File: config.mk
export PLATFORM = sky130hd
export DESIGN_NAME = tbhc_scan
export DESIGN_NICKNAME = d
export VERILOG_FILES = /design/src/rtl/tbhc_pkg.sv /design/src/rtl/tbhc_scan.sv
export SDC_FILE = /design/constraint.sdc
export NUM_CORES = 1
export LEC_CHECK = 0
export BUFFER_PORTS_ARGS = -buffer_cell sky130_fd_sc_hd__buf_4
export CORE_MARGIN = 10
export CORE_UTILIZATION = 42
export DETAILED_ROUTE_END_ITERATION = 16
export HOLD_SLACK_MARGIN = 0.02
export PLACE_DENSITY_LB_ADDON = 0.08
export SYNTH_ARGS = -nofsm -noshare
export SYNTH_HDL_FRONTEND = slang
export SYNTH_SLANG_ARGS = --single-unit
File: constraint.sdc
create_clock -name clk -period 5 [get_ports clk]
set_input_delay 0.5 -clock clk [delete_from_list [all_inputs] [get_ports clk]]
set_output_delay 0.5 -clock clk [all_outputs]
set_load 0.02 [all_outputs]
File: src/rtl/tbhc_pkg.sv
// Shared types and constants for the text byte hygiene checker.
// No dependencies; used by tbhc_scan, tbhc_queue and the top level.
package tbhc_pkg;

  localparam int COUNT_BITS_DEFAULT = 32;
  localparam int QUEUE_DEPTH = 2;

  localparam logic [7:0] BYTE_CR  = 8'h0D;
  localparam logic [7:0] BYTE_LF  = 8'h0A;
  localparam logic [7:0] BYTE_TAB = 8'h09;
  localparam logic [7:0] BYTE_DEL = 8'h7F;
  localparam logic [7:0] BYTE_SPACE = 8'h20;

  localparam logic CMD_DATA = 1'b0;
  localparam logic CMD_END  = 1'b1;

  localparam logic [1:0] KIND_CR_NO_LF = 2'd0;
  localparam logic [1:0] KIND_HIGH     = 2'd1;
  localparam logic [1:0] KIND_CONTROL  = 2'd2;
  localparam logic [1:0] KIND_SUMMARY  = 2'd3;

  localparam int FLAG_UNIX_BIT = 0;
  localparam int FLAG_DOS_BIT  = 1;

  typedef struct packed {
    logic        last_of_run;
    logic        ends_with_newline;
    logic [1:0]  ending_mode;
    logic [31:0] column_number;
    logic [31:0] line_number;
    logic [7:0]  event_byte;
    logic [1:0]  event_kind;
  } res_t;

  // Up to two results handed together from the scanner to the output queue.
  typedef struct packed {
    logic [1:0] n;
    res_t       r0;
    res_t       r1;
  } push_t;

endpackage

File: src/rtl/tbhc_scan.sv
// Input register, stream state and per-item result generation.
// Depends on tbhc_pkg.
module tbhc_scan #(
  parameter int COUNT_BITS = tbhc_pkg::COUNT_BITS_DEFAULT
) (
  input  logic              clk,
  input  logic              rst,
  input  logic              in_valid,
  output logic              in_ready,
  input  logic              in_cmd,
  input  logic [7:0]        in_byte,
  input  logic [1:0]        room,
  output tbhc_pkg::push_t   push
);

  localparam logic [COUNT_BITS-1:0] CNT_ONE = COUNT_BITS'(1);
  localparam logic [COUNT_BITS-1:0] CNT_MAX = {COUNT_BITS{1'b1}};

  logic                  held;
  logic                  cmd;
  logic [7:0]            byte_r;
  logic [COUNT_BITS-1:0] line_count;
  logic [COUNT_BITS-1:0] column_count;
  logic [7:0]            previous_byte;
  logic [1:0]            mode_flags;

  logic                  prev_cr;
  logic                  is_lf;
  logic                  is_high;
  logic                  is_ctrl;
  logic                  is_evt;
  logic [1:0]            n;
  logic                  advance;
  logic [31:0]           line_out;
  logic [31:0]           col_out;
  logic [31:0]           col_cr_out;
  tbhc_pkg::res_t        cr_res;
  tbhc_pkg::res_t        evt_res;
  tbhc_pkg::res_t        sum_res;

  // Clip a counter to 32 bits, whatever COUNT_BITS is.
  function automatic logic [31:0] clip32(input logic [COUNT_BITS-1:0] v);
    logic [63:0] ext;
    ext = 64'(v);
    return (ext[63:32] != 32'd0) ? 32'hFFFF_FFFF : ext[31:0];
  endfunction

  function automatic logic [COUNT_BITS-1:0] sat_inc(input logic [COUNT_BITS-1:0] v);
    return (v == CNT_MAX) ? v : v + CNT_ONE;
  endfunction

  assign prev_cr = (previous_byte == tbhc_pkg::BYTE_CR);
  assign is_lf   = (byte_r == tbhc_pkg::BYTE_LF);
  assign is_high = byte_r[7];
  assign is_ctrl = ((byte_r == tbhc_pkg::BYTE_DEL) || (byte_r < tbhc_pkg::BYTE_SPACE)) &&
                   (byte_r != tbhc_pkg::BYTE_CR) && (byte_r != tbhc_pkg::BYTE_TAB);
  assign is_evt  = is_high || is_ctrl;

  assign line_out   = clip32(line_count);
  assign col_out    = clip32(column_count);
  assign col_cr_out = clip32(column_count - CNT_ONE);

  always_comb begin
    cr_res = '0;
    cr_res.event_kind    = tbhc_pkg::KIND_CR_NO_LF;
    cr_res.line_number   = line_out;
    cr_res.column_number = col_cr_out;
    cr_res.last_of_run   = (cmd == tbhc_pkg::CMD_DATA) && !is_evt;

    evt_res = '0;
    evt_res.event_kind    = is_high ? tbhc_pkg::KIND_HIGH : tbhc_pkg::KIND_CONTROL;
    evt_res.event_byte    = byte_r;
    evt_res.line_number   = line_out;
    evt_res.column_number = col_out;
    evt_res.last_of_run   = 1'b1;

    sum_res = '0;
    sum_res.event_kind        = tbhc_pkg::KIND_SUMMARY;
    sum_res.line_number       = line_out;
    sum_res.column_number     = col_out;
    sum_res.ending_mode       = mode_flags;
    sum_res.ends_with_newline = (previous_byte == tbhc_pkg::BYTE_LF);
    sum_res.last_of_run       = 1'b1;
  end

  always_comb begin
    push.r0 = cr_res;
    push.r1 = sum_res;
    n = 2'd0;
    if (cmd == tbhc_pkg::CMD_END) begin
      n       = prev_cr ? 2'd2 : 2'd1;
      push.r0 = prev_cr ? cr_res : sum_res;
      push.r1 = sum_res;
    end else if (!is_lf) begin
      n       = 2'(prev_cr) + 2'(is_evt);
      push.r0 = prev_cr ? cr_res : evt_res;
      push.r1 = evt_res;
    end
    advance  = held && (n <= room);
    push.n   = advance ? n : 2'd0;
    in_ready = !held || advance;
  end

  always_ff @(posedge clk) begin
    if (rst) begin
      held <= 1'b0;
    end else if (in_ready) begin
      held <= in_valid;
    end
    if (in_valid && in_ready) begin
      cmd    <= in_cmd;
      byte_r <= in_byte;
    end
  end

  always_ff @(posedge clk) begin
    if (rst) begin
      line_count    <= CNT_ONE;
      column_count  <= CNT_ONE;
      previous_byte <= 8'd0;
      mode_flags    <= 2'd0;
    end else if (advance) begin
      if (cmd == tbhc_pkg::CMD_END) begin
        line_count    <= CNT_ONE;
        column_count  <= CNT_ONE;
        previous_byte <= 8'd0;
        mode_flags    <= 2'd0;
      end else begin
        previous_byte <= byte_r;
        if (is_lf) begin
          if (prev_cr) begin
            mode_flags[tbhc_pkg::FLAG_DOS_BIT] <= 1'b1;
          end else begin
            mode_flags[tbhc_pkg::FLAG_UNIX_BIT] <= 1'b1;
          end
          line_count   <= sat_inc(line_count);
          column_count <= CNT_ONE;
        end else begin
          column_count <= sat_inc(column_count);
        end
      end
    end
  end

endmodule

==> Word level (Yosys, flattened, before mapping) <==
Index checks and enable logic that the tools add are counted.
{ "classes": {"addsub": 4, "n_mul": 0, "div_mod_pow": 0, "n_lt_le_gt_ge": 2, "n_eq_ne": 11, "n_shift": 0, "muxes": 20, "n_bitwise": 1, "reduce_logical": 16} }
{ "ops": {"columns": ["op", "n"], "rows": [
  ["2-to-1 mux 156 bit", 2],
  ["2-to-1 mux 32 bit", 6],
  ["2-to-1 mux 78 bit", 2],
  ["adder 32 x 1 -> 32 bit, second input constant", 2],
  ["== test 32 bit, second input constant", 2],
  ["subtractor 32 x 1 -> 32 bit, second input constant", 1],
  ["== test 8 x 4 -> 1 bit, second input constant", 3],
  ["!= test 8 x 4 -> 1 bit, second input constant", 2],
  ["2-to-1 mux 2 bit", 7],
  ["AND reduction 3 bit", 3],
  ["== test 8 x 7 -> 1 bit, second input constant", 1],
  ["less-than comparator 8 x 6 -> 1 bit, second input constant", 1],
  ["2-to-1 mux 8 bit", 1],
  ["logical AND 1 bit", 5],
  ["!= test 2 bit, second input constant", 2],
  ["nonzero test 2 bit", 2],
  ["logical OR 1 bit", 3],
  ["!= test 3 bit, second input constant", 1],
  ["adder 1 x 1 -> 2 bit", 1],
  ["<= comparator 2 bit", 1],
  ["zero test 1 bit", 2],
  ["2-to-1 mux 1 bit", 2],
  ["AND reduction 2 bit", 1],
  ["NOT 1 bit", 1]
]} }
{ "totals": {"regBits": 84, "latchBits": 0, "ramBits": 0, "rom_bits": 0, "input_bits": 14, "output_inout_bits": 159, "wordCells": 62, "n_memories": 0} }

==> Longest topological paths before layout <==
Gate-level depths: netlist (run 1).
{ "logic_depth": {"depth_word": 12, "depth_mapped": 16, "depth_no_buf": 13} }

==> Least setup slack after synthesis (run 1) <==
OpenSTA, ideal clock, no wires.
{ "synth_timing": {"kind": "flip-flop to output port", "from": "reg previous_byte[4]", "to": "out push[156] (netlist bit)", "t_arrival_ps": 3362, "required_time_ps": 4500, "slack_ps": 1138, "path_stages_with_launch": 14, "path_buffers": 4, "cell_sequence": "dfxtp_1 > nor4_1 > nand4_1 > clkbuf_1 > clkinv_1 > ha_1 > a22oi_1 > ha_1 > and3_1 > a21oi_1 > clkbuf_1 > clkbuf_1 > clkbuf_1 > nor2_1"} }
{ "synth_lines": {"columns": ["item", "line", "text"], "rows": [
  ["start, declared", "tbhc_scan.sv:24", "logic [7:0] previous_byte;"],
  ["start signal, assigned", "tbhc_scan.sv:129", "previous_byte <= byte_r;"],
  ["end, declared", "tbhc_scan.sv:13", "output tbhc_pkg::push_t push"]
]} }

==> Worst setup path in the final report (run 1) <==
{ "layout_timing": {"from": "reg previous_byte[4]", "to": "reg line_count[8]"} }
{ "layout_between": {"elab_chain_cells": 7, "elab_cells_between_ends": 8, "cone_classes": "add/sub: 1; order compare: 1; eq/ne: 1; mux: 3; reduce/logical: 2"} }
{ "layout_lines": {"columns": ["item", "line", "text"], "rows": [
  ["== test 8 x 4 -> 1 bit (*)", "tbhc_scan.sv:52", "assign prev_cr = (previous_byte == tbhc_pkg::BYTE_CR);"],
  ["adder 1 x 1 -> 2 bit", "tbhc_scan.sv:95", "n = 2'(prev_cr) + 2'(is_evt);"],
  ["2-to-1 mux 2 bit", "tbhc_scan.sv:94", "end else if (!is_lf) begin"],
  ["2-to-1 mux 2 bit (*)", "tbhc_scan.sv:90", "if (cmd == tbhc_pkg::CMD_END) begin"],
  ["<= comparator 2 bit (*)", "tbhc_scan.sv:99", "advance = held && (n <= room);"],
  ["logical AND 1 bit (*)", "tbhc_scan.sv:99", null],
  ["AND reduction 3 bit (no line) (*)", null, null],
  ["end signal, assigned", "tbhc_scan.sv:136", "line_count <= sat_inc(line_count);"],
  ["end, declared", "tbhc_scan.sv:22", "logic [COUNT_BITS-1:0] line_count;"]
]} }
Mark *: on every way between the ends. The rest lies on a longest branch, timed or not.
A chain may end at the register's enable or synchronous reset.

==> results of run 1 <==
[routing by layer]
layer | vias up | wire length (um) | global-route usage [%]
met1 | 2917 | 8204 | 25.46
met4 | 0 | 184 | 5.383
met2 | 232 | 8746 | 31.05
met5 | - | 0 | 0
met3 | 14 | 1543 | 6.417
li1 | 2893 | - | -
[placed cells by master, fill, tap and decap left out, drive strengths merged, types with 4 or more instances in the layout]
master and instances:
mux2i 6, nand3b 5, nand4b 7, o211ai 5, nor2 45, a31oi 6
dfxtp 75, or3 20, clkbuf 10, o21ai 27, nand3 45, edfxtp 9
nor3 16, nand4 34, nand2b 11, nor2b 4, or4 30, and3 14
buf 181, nand2 66, ha 6, and4 11, and2 10, inv 19
a21oi 67, xnor2 29, nor4 21, o31ai 21
[final cells by class]
cell class              instances  area (um^2)  share of cell area, %
inverters                      19        71.32                  1.007
well taps                     176        220.2                  3.109
flip-flops and latches         84         1772                  25.01
repair buffers                181         1359                  19.18
clock buffers                  10        250.2                  3.533
clock inverters                 6        83.83                  1.184
multi-input cells             543         3327                  46.97
[power groups by stage]
stage | logic, uW | clock network (uW) | registers [uW]
after CTS | 151 | 764 | 707
after global placement | 147 | 0 | 722
after floorplan | 90.6 | 0 | 719
after detailed placement | 150 | 0 | 722
final | 150 | 751 | 708
after global routing | 164 | 796 | 709
[state kept, by name, summed over array words and instances (netlist names)]
name and flops:
byte_r 8, line_count 32, held 1, cmd 1
col_out 32, previous_byte 8, mode_flags 2
[synthesized netlist by cell type (3+ instances only)]
cell / instances / area [um^2]
a31oi_1: 6 / 37.54
or4_1: 30 / 225.2
o41ai_1: 3 / 26.28
a21oi_1: 66 / 330.3
or3_1: 20 / 125.1
mux2i_1: 6 / 60.06
nor2b_1: 4 / 25.02
nand3b_1: 5 / 37.54
nor3_1: 16 / 80.08
dfxtp_1: 75 / 1501
buf_1: 5 / 18.77
nand2b_1: 11 / 68.82
nand4_1: 34 / 212.7
and4_1: 11 / 96.34
nor2_1: 45 / 168.9
and3_1: 14 / 87.58
buf_2: 7 / 35.03
o31ai_1: 21 / 157.7
ha_1: 6 / 75.07
buf_4: 33 / 247.7
xnor2_1: 29 / 254.0
o21ai_0: 26 / 130.1
a211oi_1: 3 / 22.52
nand2_1: 66 / 247.7
inv_1: 18 / 67.56
a21o_1: 3 / 22.52
nand3_1: 45 / 225.2
edfxtp_1: 9 / 270.3
nor3b_1: 3 / 22.52
nor4_1: 21 / 131.4
clkbuf_1: 44 / 165.2
nand4b_1: 7 / 61.31
o211ai_1: 5 / 37.54
and2_1: 9 / 56.30
[final timing paths]
path	to	slack, ps
max	line_count[8]	1270
min	byte_r[4]	320
max reg2reg	line_count[8]	1270
min reg2reg	previous_byte[7]	480
[kinds of logic after synthesis]
family	count (synthesis)	share of synthesized area [%]
AO/OA/AOI/OAI	150	16.44
AND/OR/NAND/NOR	348	34.92
other	1	0.06678
buffers and inverters	108	9.581
multiplexers	7	1.270
adder cells (fa/ha/maj)	6	1.337
XOR/XNOR	31	4.835
flip-flops	84	31.55
[per-stage QoR]
stage | utilization (%) | area, um^2
2_1_floorplan | - | 5615
3_3_place_gp | 51.17 | 6749
3_5_place_dp | 51.17 | 6749
4_1_cts | 53.70 | 7083
5_1_grt | 53.70 | 7083
6_report | 53.70 | 7083
[critical path, stage by stage (launching register included)]
cell      delay (ps)
dfxtp_1          320
nor4_1           370
nand4_1          170
clkinv_1         190
ha_1             260
a22oi_1          220
ha_1             290
and3_1           220
a21oi_4          470
buf_4            410
o21ai_2          280
o41ai_1          400
==> flow_summary_export.csv, run 1 <==
group,metric,value,unit
sta,finalCriticalPeriod,3731,ps
clocking,ctsRootBufferMaster,"clkbuf_16",
power,vdd_drop_max,0.1760,mV
placement,io_buffers,171,
floorplanning,dieHeight,135.6,um
global_route,first_global_vias,5756,
cells_and_area,layout-drive-gt1-share,24.91,%
synthesis,ys.warnings.count,0,
power,swShare,24.81,%
routing,wl_per_cell,18.33,um
placement,dp.cells,1003,
sta,fin_skew,5.447,ps
clocking,cts.clk_slew.worst_paths,60,ps
routing,first_iter_violations,522,
outcome,status,"complete, no violations",
synthesis,synth_seq_area_share,31.55,%
synthesis,synthCells,735,
floorplanning,io_pins,173,
synthesis,synthArstFlopShare,0,%
power,clkPwrFrac,46.7,%
setup_path,critical_path.startpoint_type,"flop",
sta,setup_slack,1269,ps
min_path,hp-class,"input port to flop",
clocking,clock_sinks,84,
clocking,post_cts_resize_count,0,
cells_and_area,antenna_cells,0,
synthesis,synthesis.nets,755,
sta,fmax,268.0,MHz
power,switchingPower,399.1,uW
routing,drc,0,
placement,hpwl,13850,um
global_route,grt_max_degree,40,
floorplanning,die_area,18400,um^2
sta,fin_crit_sh,74.62,%
setup_path,cp-end-kind,"flop",
sta,worstMarginPinSlew,1230,ps
setup_path,worstPathArrival,3980,ps
setup_path,crit_required,5250,ps
power,power_leakage,0.002701,uW
placement,place_ws,1292,ps
setup_path,rr_worst_depth,11,
synthesis,synth_edf_count,9,
floorplanning,core,13190,um^2
min_path,min_from,"in_byte[4]",
power,p_int,1210,uW
min_path,holdPathStages,1,
placement,gp_congestion,0.8926,
sta,slew_viol_final,0,
sta,hold_violations,0,
floorplanning,rows,42,
power,seqPwrFrac,44.0,%
sta,whs,324.7,ps
synthesis,ys_ff_latch,84,
floorplanning,start_util,42.57,%
clocking,post-cts-setup-buffer-count,0,
clocking,clk_latency,350,ps
synthesis,synthFlopType,"dfxtp_1",
synthesis,yosysUniqueCellTypes,57,
sta,setup_viol,0,
clocking,holdBufCountCts,0,
run,maxCapViolations,0,
global_route,grt_pass1_wl,30200,um
clocking,cts_tree,"yes",
cells_and_area,fill_cells,1310,
global_route,antenna_found_initial,0,
clocking,cts-buffers-inserted,9,
clocking,cts_buffer_depth,2,
setup_path,startpoint,"previous_byte[4]",
routing,ant_nets,0,
setup_path,path_class,"flop to flop",
power,p_comb_share,9.3,%
routing,dr.pass1.iters,5,
cells_and_area,final-instance-count-excl-fill,1019,
global_route,track_usage,19.80,%
clocking,cts_max_level,3,
cells_and_area,nets,858,
power,p_total,1609,uW
routing,viasPerCell,5.943,
setup_path,cp_max_fo,31,
synthesis,syn_area_per_cell,7.640,um^2
cells_and_area,syn_to_final_growth,26.14,%
routing,vias,6056,
power,power_density,227.1,nW/um^2
sta,setup_tns,0,ps
routing,drt_wl_total,18680,um
synthesis,synth_area,5615,um^2
sta,rsz0062_at_grt,"false",
sta,slew_headroom,18.01,%
global_route,grt_overflow_total,0,
setup_path,worstReg2RegStart,"previous_byte[4]",
floorplanning,die_w,135.6,um
(Power assumes the default switching activity.)
==> inputs of run 2 (changes only) <==
Clock period 5 ns to 3.15 ns, I/O delays scaled along.
==> run 2 against run 1 <==
The flow now finishes with violations (negative setup slack). Clock-buffer cell count increased by 1. Critical endpoint is now line_count[17]. Register-to-register slack got worse by 1300 ps. Fmax increased by 18%. Utilization increased by 4.0 points. Wire length increased by 5.4%.
==> flow_summary_export.csv, run 2 (synthesis results as in run 1) <==
group,metric,value,unit
outcome,status,"finished with violations",
outcome,violations,"negative setup slack",
setup_path,worstPathArrival,3440,ps
floorplanning,die_w,135.6,um
clocking,cts_max_level,3,
sta,fin_crit_sh,100.3,%
clocking,cts.clk_slew.worst_paths,60,ps
sta,fmax,316.4,MHz
placement,hpwl,14310,um
power,vdd_drop_max,0.2727,mV
routing,viasPerCell,5.879,
routing,ant_nets,0,
routing,vias,6261,
clocking,cts_buffer_depth,2,
sta,setup_slack,-10.26,ps
floorplanning,dieHeight,135.6,um
setup_path,path_class,"flop to flop",
placement,gp_congestion,0.9069,
sta,worstMarginPinSlew,622.6,ps
setup_path,crit_required,3430,ps
setup_path,worstReg2RegStart,"byte_r[4]",
sta,slew_viol_final,0,
sta,hold_violations,0,
setup_path,cp-end-kind,"flop",
global_route,track_usage,19.90,%
sta,finalCriticalPeriod,3160,ps
cells_and_area,finish.instance_area,7606,um^2
cells_and_area,final_common_cell,"buf_4",
global_route,first_global_vias,5930,
routing,dr.pass1.iters,5,
setup_path,cp_max_fo,5,
sta,rsz0062_at_grt,"true",
global_route,antenna_found_initial,0,
floorplanning,core,13190,um^2
sta,setup_viol,1,
routing,first_iter_violations,401,
clocking,holdBufCountCts,0,
min_path,min_from,"in_byte[7]",
cells_and_area,layout-drive-gt1-share,32.40,%
setup_path,startpoint,"byte_r[4]",
cells_and_area,antenna_cells,0,
floorplanning,rows,42,
placement,place_ws,-127.8,ps
sta,fin_skew,8.499,ps
placement,io_buffers,171,
placement,dpl_cell_area,7028,um^2
cells_and_area,syn_to_final_growth,35.45,%
global_route,grt_max_degree,34,
routing,drc,0,
global_route,grt_overflow_total,0,
clocking,cts_tree,"yes",
routing,wl_per_cell,18.49,um
floorplanning,die_area,18400,um^2
sta,slew_headroom,58.15,%
power,power_density,319.0,nW/um^2
clocking,ctsRootBufferMaster,"clkbuf_16",
cells_and_area,multi_input_comb_area,3488,um^2
power,power_leakage,0.002957,uW
clocking,clk_latency,360,ps
floorplanning,start_util,42.57,%
run,maxCapViolations,0,
cells_and_area,fill_cells,1248,
setup_path,critical_path.startpoint_type,"flop",
clocking,clock_sinks,84,
clocking,cts-buffers-inserted,9,
routing,drt_wl_total,19690,um
global_route,grt_pass1_wl,30450,um
floorplanning,io_pins,173,
cells_and_area,sequential_cell_area,1773,um^2
cells_and_area,nets,904,
min_path,hp-class,"input port to flop",
cells_and_area,final_cell_mix,"215 x buf_4, 74 x dfxtp_1, 66 x nand2_1",
run 2: worst max-delay path, stage by stage, from the launching register on:
cell      delay (ps)
edfxtp_1         430
buf_6            150
nor4b_4          340
a21oi_2          130
nand2_1          100
o21ai_2           70
ha_1             340
and3_4           230
a21oi_4           60
or4_4            470
buf_6            150
or4_1            500
a21oi_1          130
run 2: metal layers:
layer	wire length (um)	part of all wire (%)	global-route usage (%)	vias to the layer above
li1	-	-	-	2991
met1	8241	42	23.71	3005
met2	9576	49	33.32	244
met3	1635	8.3	6.528	21
met4	239	1.2	5.682	0
met5	0	0	0	-
run 2: final cells by class:
| class | count | area share, % |
|---|---|---|
| repair buffers | 227 | 23.38 |
| multi-input cells | 543 | 45.86 |
| flip-flops and latches | 84 | 23.31 |
| clock buffers | 11 | 3.191 |
| clock inverters | 5 | 0.3619 |
| inverters | 19 | 1.003 |
| well taps | 176 | 2.895 |
run 2: path summary, 6_finish.rpt:
kind                                          to  slack, ps  cells after the start
worst min register to register  previous_byte[3]        480                      2
worst max register to register    line_count[17]        -10                     12
worst min-delay path                   byte_r[7]        140                      1
worst max-delay path              line_count[17]        -10                     12
run 2: stage by stage:
step           power, uW  cells  utilization (%)  hold slack, ps  setup TNS (ps)
6_report            2427   1065            57.66           137.1          -10.26
5_1_grt             2516   1065            57.66           126.5           -1422
4_1_cts             2413   1050            55.60           129.4          -50.69
3_5_place_dp        1413   1034            53.28           463.2          -139.4
3_3_place_gp        1408   1034            53.28           461.1          -108.7
2_1_floorplan       1289    735                -           413.9          -1.285
run 2: report_power, final:
group | internal [uW] | switching (uW) | total, uW
clock | 550 | 450 | 1000
sequential | 1100 | 22.3 | 1120
combinational | 125 | 180 | 305
run 2: what timing repair did:
action / 4_1_cts / 5_1_grt
pin swaps: 2 / 14
gates resized for setup: 8 / 38
setup buffers: 0 / 12
cloned: 0 / 3
endpoints found under the setup margin: 10 / 29
==> inputs of run 3 (changes only) <==
Settings changed: CAP_MARGIN set to 20, CELL_PAD_IN_SITES_DETAIL_PLACEMENT set to 2, CELL_PAD_IN_SITES_GLOBAL_PLACEMENT set to 2, CORE_UTILIZATION 42 to 27, CTS_BUF_LIST set to sky130_fd_sc_hd__clkbuf_8.
==> run 3 against run 2 <==
The run still ends with negative setup slack left. Register-to-register slack worse by 97 ps. Wire length up 31%. Combinational power increased by 16%. Flip-flop and latch count stayed put. Non-clock buffer count up 16. Die area grew 47%. Critical endpoint is now line_count[11]. Worst setup slack lost 97 ps. Critical path depth unchanged. Power decreased by 5.8%. Clock skew is 0.96 ps higher. Global-route usage shrank 2.1 points.
==> flow_summary_export.csv, run 3 (synthesis results as in run 1) <==
group,metric,value,unit
power,p_comb_share,15.5,%
global_route,first_global_vias,6883,
placement,gp_congestion,0.8256,
setup_path,crit_top_cell,"buf_6",
setup_path,cp_max_fo,7,
clocking,cts.clk_slew.worst_paths,90,ps
global_route,track_usage,17.77,%
routing,drt_wl_total,25720,um
cells_and_area,final_util,39.81,%
min_path,min_from,"in_byte[3]",
floorplanning,die_w,164.2,um
floorplanning,start_util,27.57,%
setup_path,slowest_delay,480,ps
outcome,status,"finished with violations",
setup_path,crit_required,3470,ps
global_route,grtUsageMet1,20.71,%
setup_path,cp_top_family,"simple AND/OR/NAND/NOR gates",
cells_and_area,final_common_cell,"buf_4",
clocking,cts_max_level,3,
power,p_int,1601,uW
power,clkPwrFrac,35.5,%
cells_and_area,multi_input_comb_area,3766,um^2
setup_path,crit_path_cell_trace,"buf_6, nor4b_4, a21oi_2, nand2_1, o21ai_2, ha_4, and3_4, a21oi_4, or4_4, buf_6, or4_1, a21oi_1",
placement,io_buffers,171,
setup_path,ff2ff_setup_slack,-110,ps
clocking,cts_tree,"yes",
clocking,ctsRootBufferMaster,"clkbuf_8",
outcome,violations,"negative setup slack",
cells_and_area,sequential_cell_area,1773,um^2
sta,slew_viol_final,0,
power,power_leakage,0.003098,uW
global_route,grt-busiest-layer,"met2",
routing,wl_per_cell,21.89,um
min_path,holdPathStages,1,
cells_and_area,final_cell_mix,"221 x buf_4, 74 x dfxtp_1, 62 x nand2_1",
floorplanning,die_area,26970,um^2
power,seqPwrFrac,49.1,%
floorplanning,io_pins,173,
min_path,hp-class,"input port to flop",
setup_path,cp-end-kind,"flop",
cells_and_area,nets,920,
sta,fin_crit_sh,103.4,%
setup_path,crit_buf_inv,2,
sta,setup_slack,-107.5,ps
global_route,grt_overflow_total,0,
clocking,cts-buffers-inserted,9,
power,swShare,29.98,%
cells_and_area,fill_cells,2280,
sta,setup_viol,14,
power,vdd_drop_max,0.2045,mV
global_route,grt_use_met3,4.080,%
setup_path,worstReg2RegStart,"byte_r[6]",
clocking,holdBufCountCts,0,
sta,rsz0062_at_grt,"true",
placement,hpwl,18690,um
global_route,grt_pass1_wl,38780,um
routing,vias,6446,
sta,fmax,307.0,MHz
setup_path,slowest_stage,"or4_1",
placement,place_ws,-382.0,ps
setup_path,critical_path.startpoint_type,"flop",
sta,finalCriticalPeriod,3258,ps
floorplanning,dieHeight,164.2,um
clocking,clk_latency,390,ps
cells_and_area,layout-drive-gt1-share,37.24,%
setup_path,worstPathArrival,3580,ps
routing,dr.pass1.iters,5,
global_route,gr-usage-met2,32.43,%
power,power_density,282.0,nW/um^2
min_path,worstHoldEndpoint,"byte_r[3]",
floorplanning,core,20360,um^2
global_route,antenna_found_initial,0,
setup_path,reg2reg_to,"line_count[11]",
cells_and_area,syn_to_final_growth,44.39,%
sta,hold_violations,0,
clocking,clock_sinks,84,
sta,slew_headroom,46.06,%
setup_path,rr_worst_depth,12,
routing,viasPerCell,5.486,
sta,worstMarginPinSlew,802.5,ps
global_route,grt_max_degree,36,
sta,fin_skew,9.463,ps
setup_path,path_class,"flop to flop",
floorplanning,rows,52,
cells_and_area,antenna_cells,0,
routing,drc,0,
run,maxCapViolations,0,
routing,first_iter_violations,196,
clocking,cts_buffer_depth,2,
routing,ant_nets,0,
power,switchingPower,685.3,uW
==> run 3: power by group through the flow <==
stage	clock network [uW]	registers (uW)	logic (uW)
2_1_floorplan	0	1140	148
3_3_place_gp	0	1140	287
3_5_place_dp	0	1140	296
4_1_cts	841	1120	320
5_1_grt	882	1120	378
6_report	811	1120	354
==> run 3: per-layer routing <==
| metal | wire, um | up-vias |
|---|---|---|
| met5 | 0 | - |
| met4 | 334 | 0 |
| met3 | 1228 | 21 |
| met2 | 13400 | 131 |
| met1 | 10750 | 3272 |
| li1 | - | 3022 |
==> run 3: cell type report <==
class	count	area share, %
tap	270	4.167
clock buffer	9	1.528
sequential	84	21.87
inverter	19	0.9414
timing repair buffer	243	24.31
multi-input combinational	543	46.45
clock inverter	7	0.7407
==> run 3: worst max-delay path by stage <==
stage                                 from              to  depth (start not counted)
final                            byte_r[6]  line_count[11]                         12
after global routing             byte_r[6]  line_count[13]                         12
after CTS                 previous_byte[7]       push[157]                         11
after detailed placement  previous_byte[7]  line_count[10]                         13
after global placement    previous_byte[7]  line_count[10]                         13
after floorplan           previous_byte[7]       push[156]                         13
==> run 3: what timing repair did <==
| action | in CTS | in global routing |
|---|---|---|
| endpoints found under the setup margin | 78 | 92 |
| buffers inserted | 15 | 7 |
| gates cloned | 1 | 1 |
| resized for setup | 26 | 83 |
| pin swaps | 11 | 16 |
==> run 3: through the flow <==
step | total power [uW] | hold slack (ps) | area, um^2 | std cells | setup TNS, ps
global route | 2385 | 72.88 | 8108 | 1175 | -8216
finish | 2286 | 99.41 | 8108 | 1175 | -837.9
floorplan | 1289 | 413.9 | 5668 | 735 | -1.285
detailed placement | 1440 | 485.9 | 7211 | 1135 | -4037
CTS | 2280 | 77.53 | 7627 | 1167 | -9.708
global placement | 1429 | 459.8 | 7211 | 1135 | -226.2
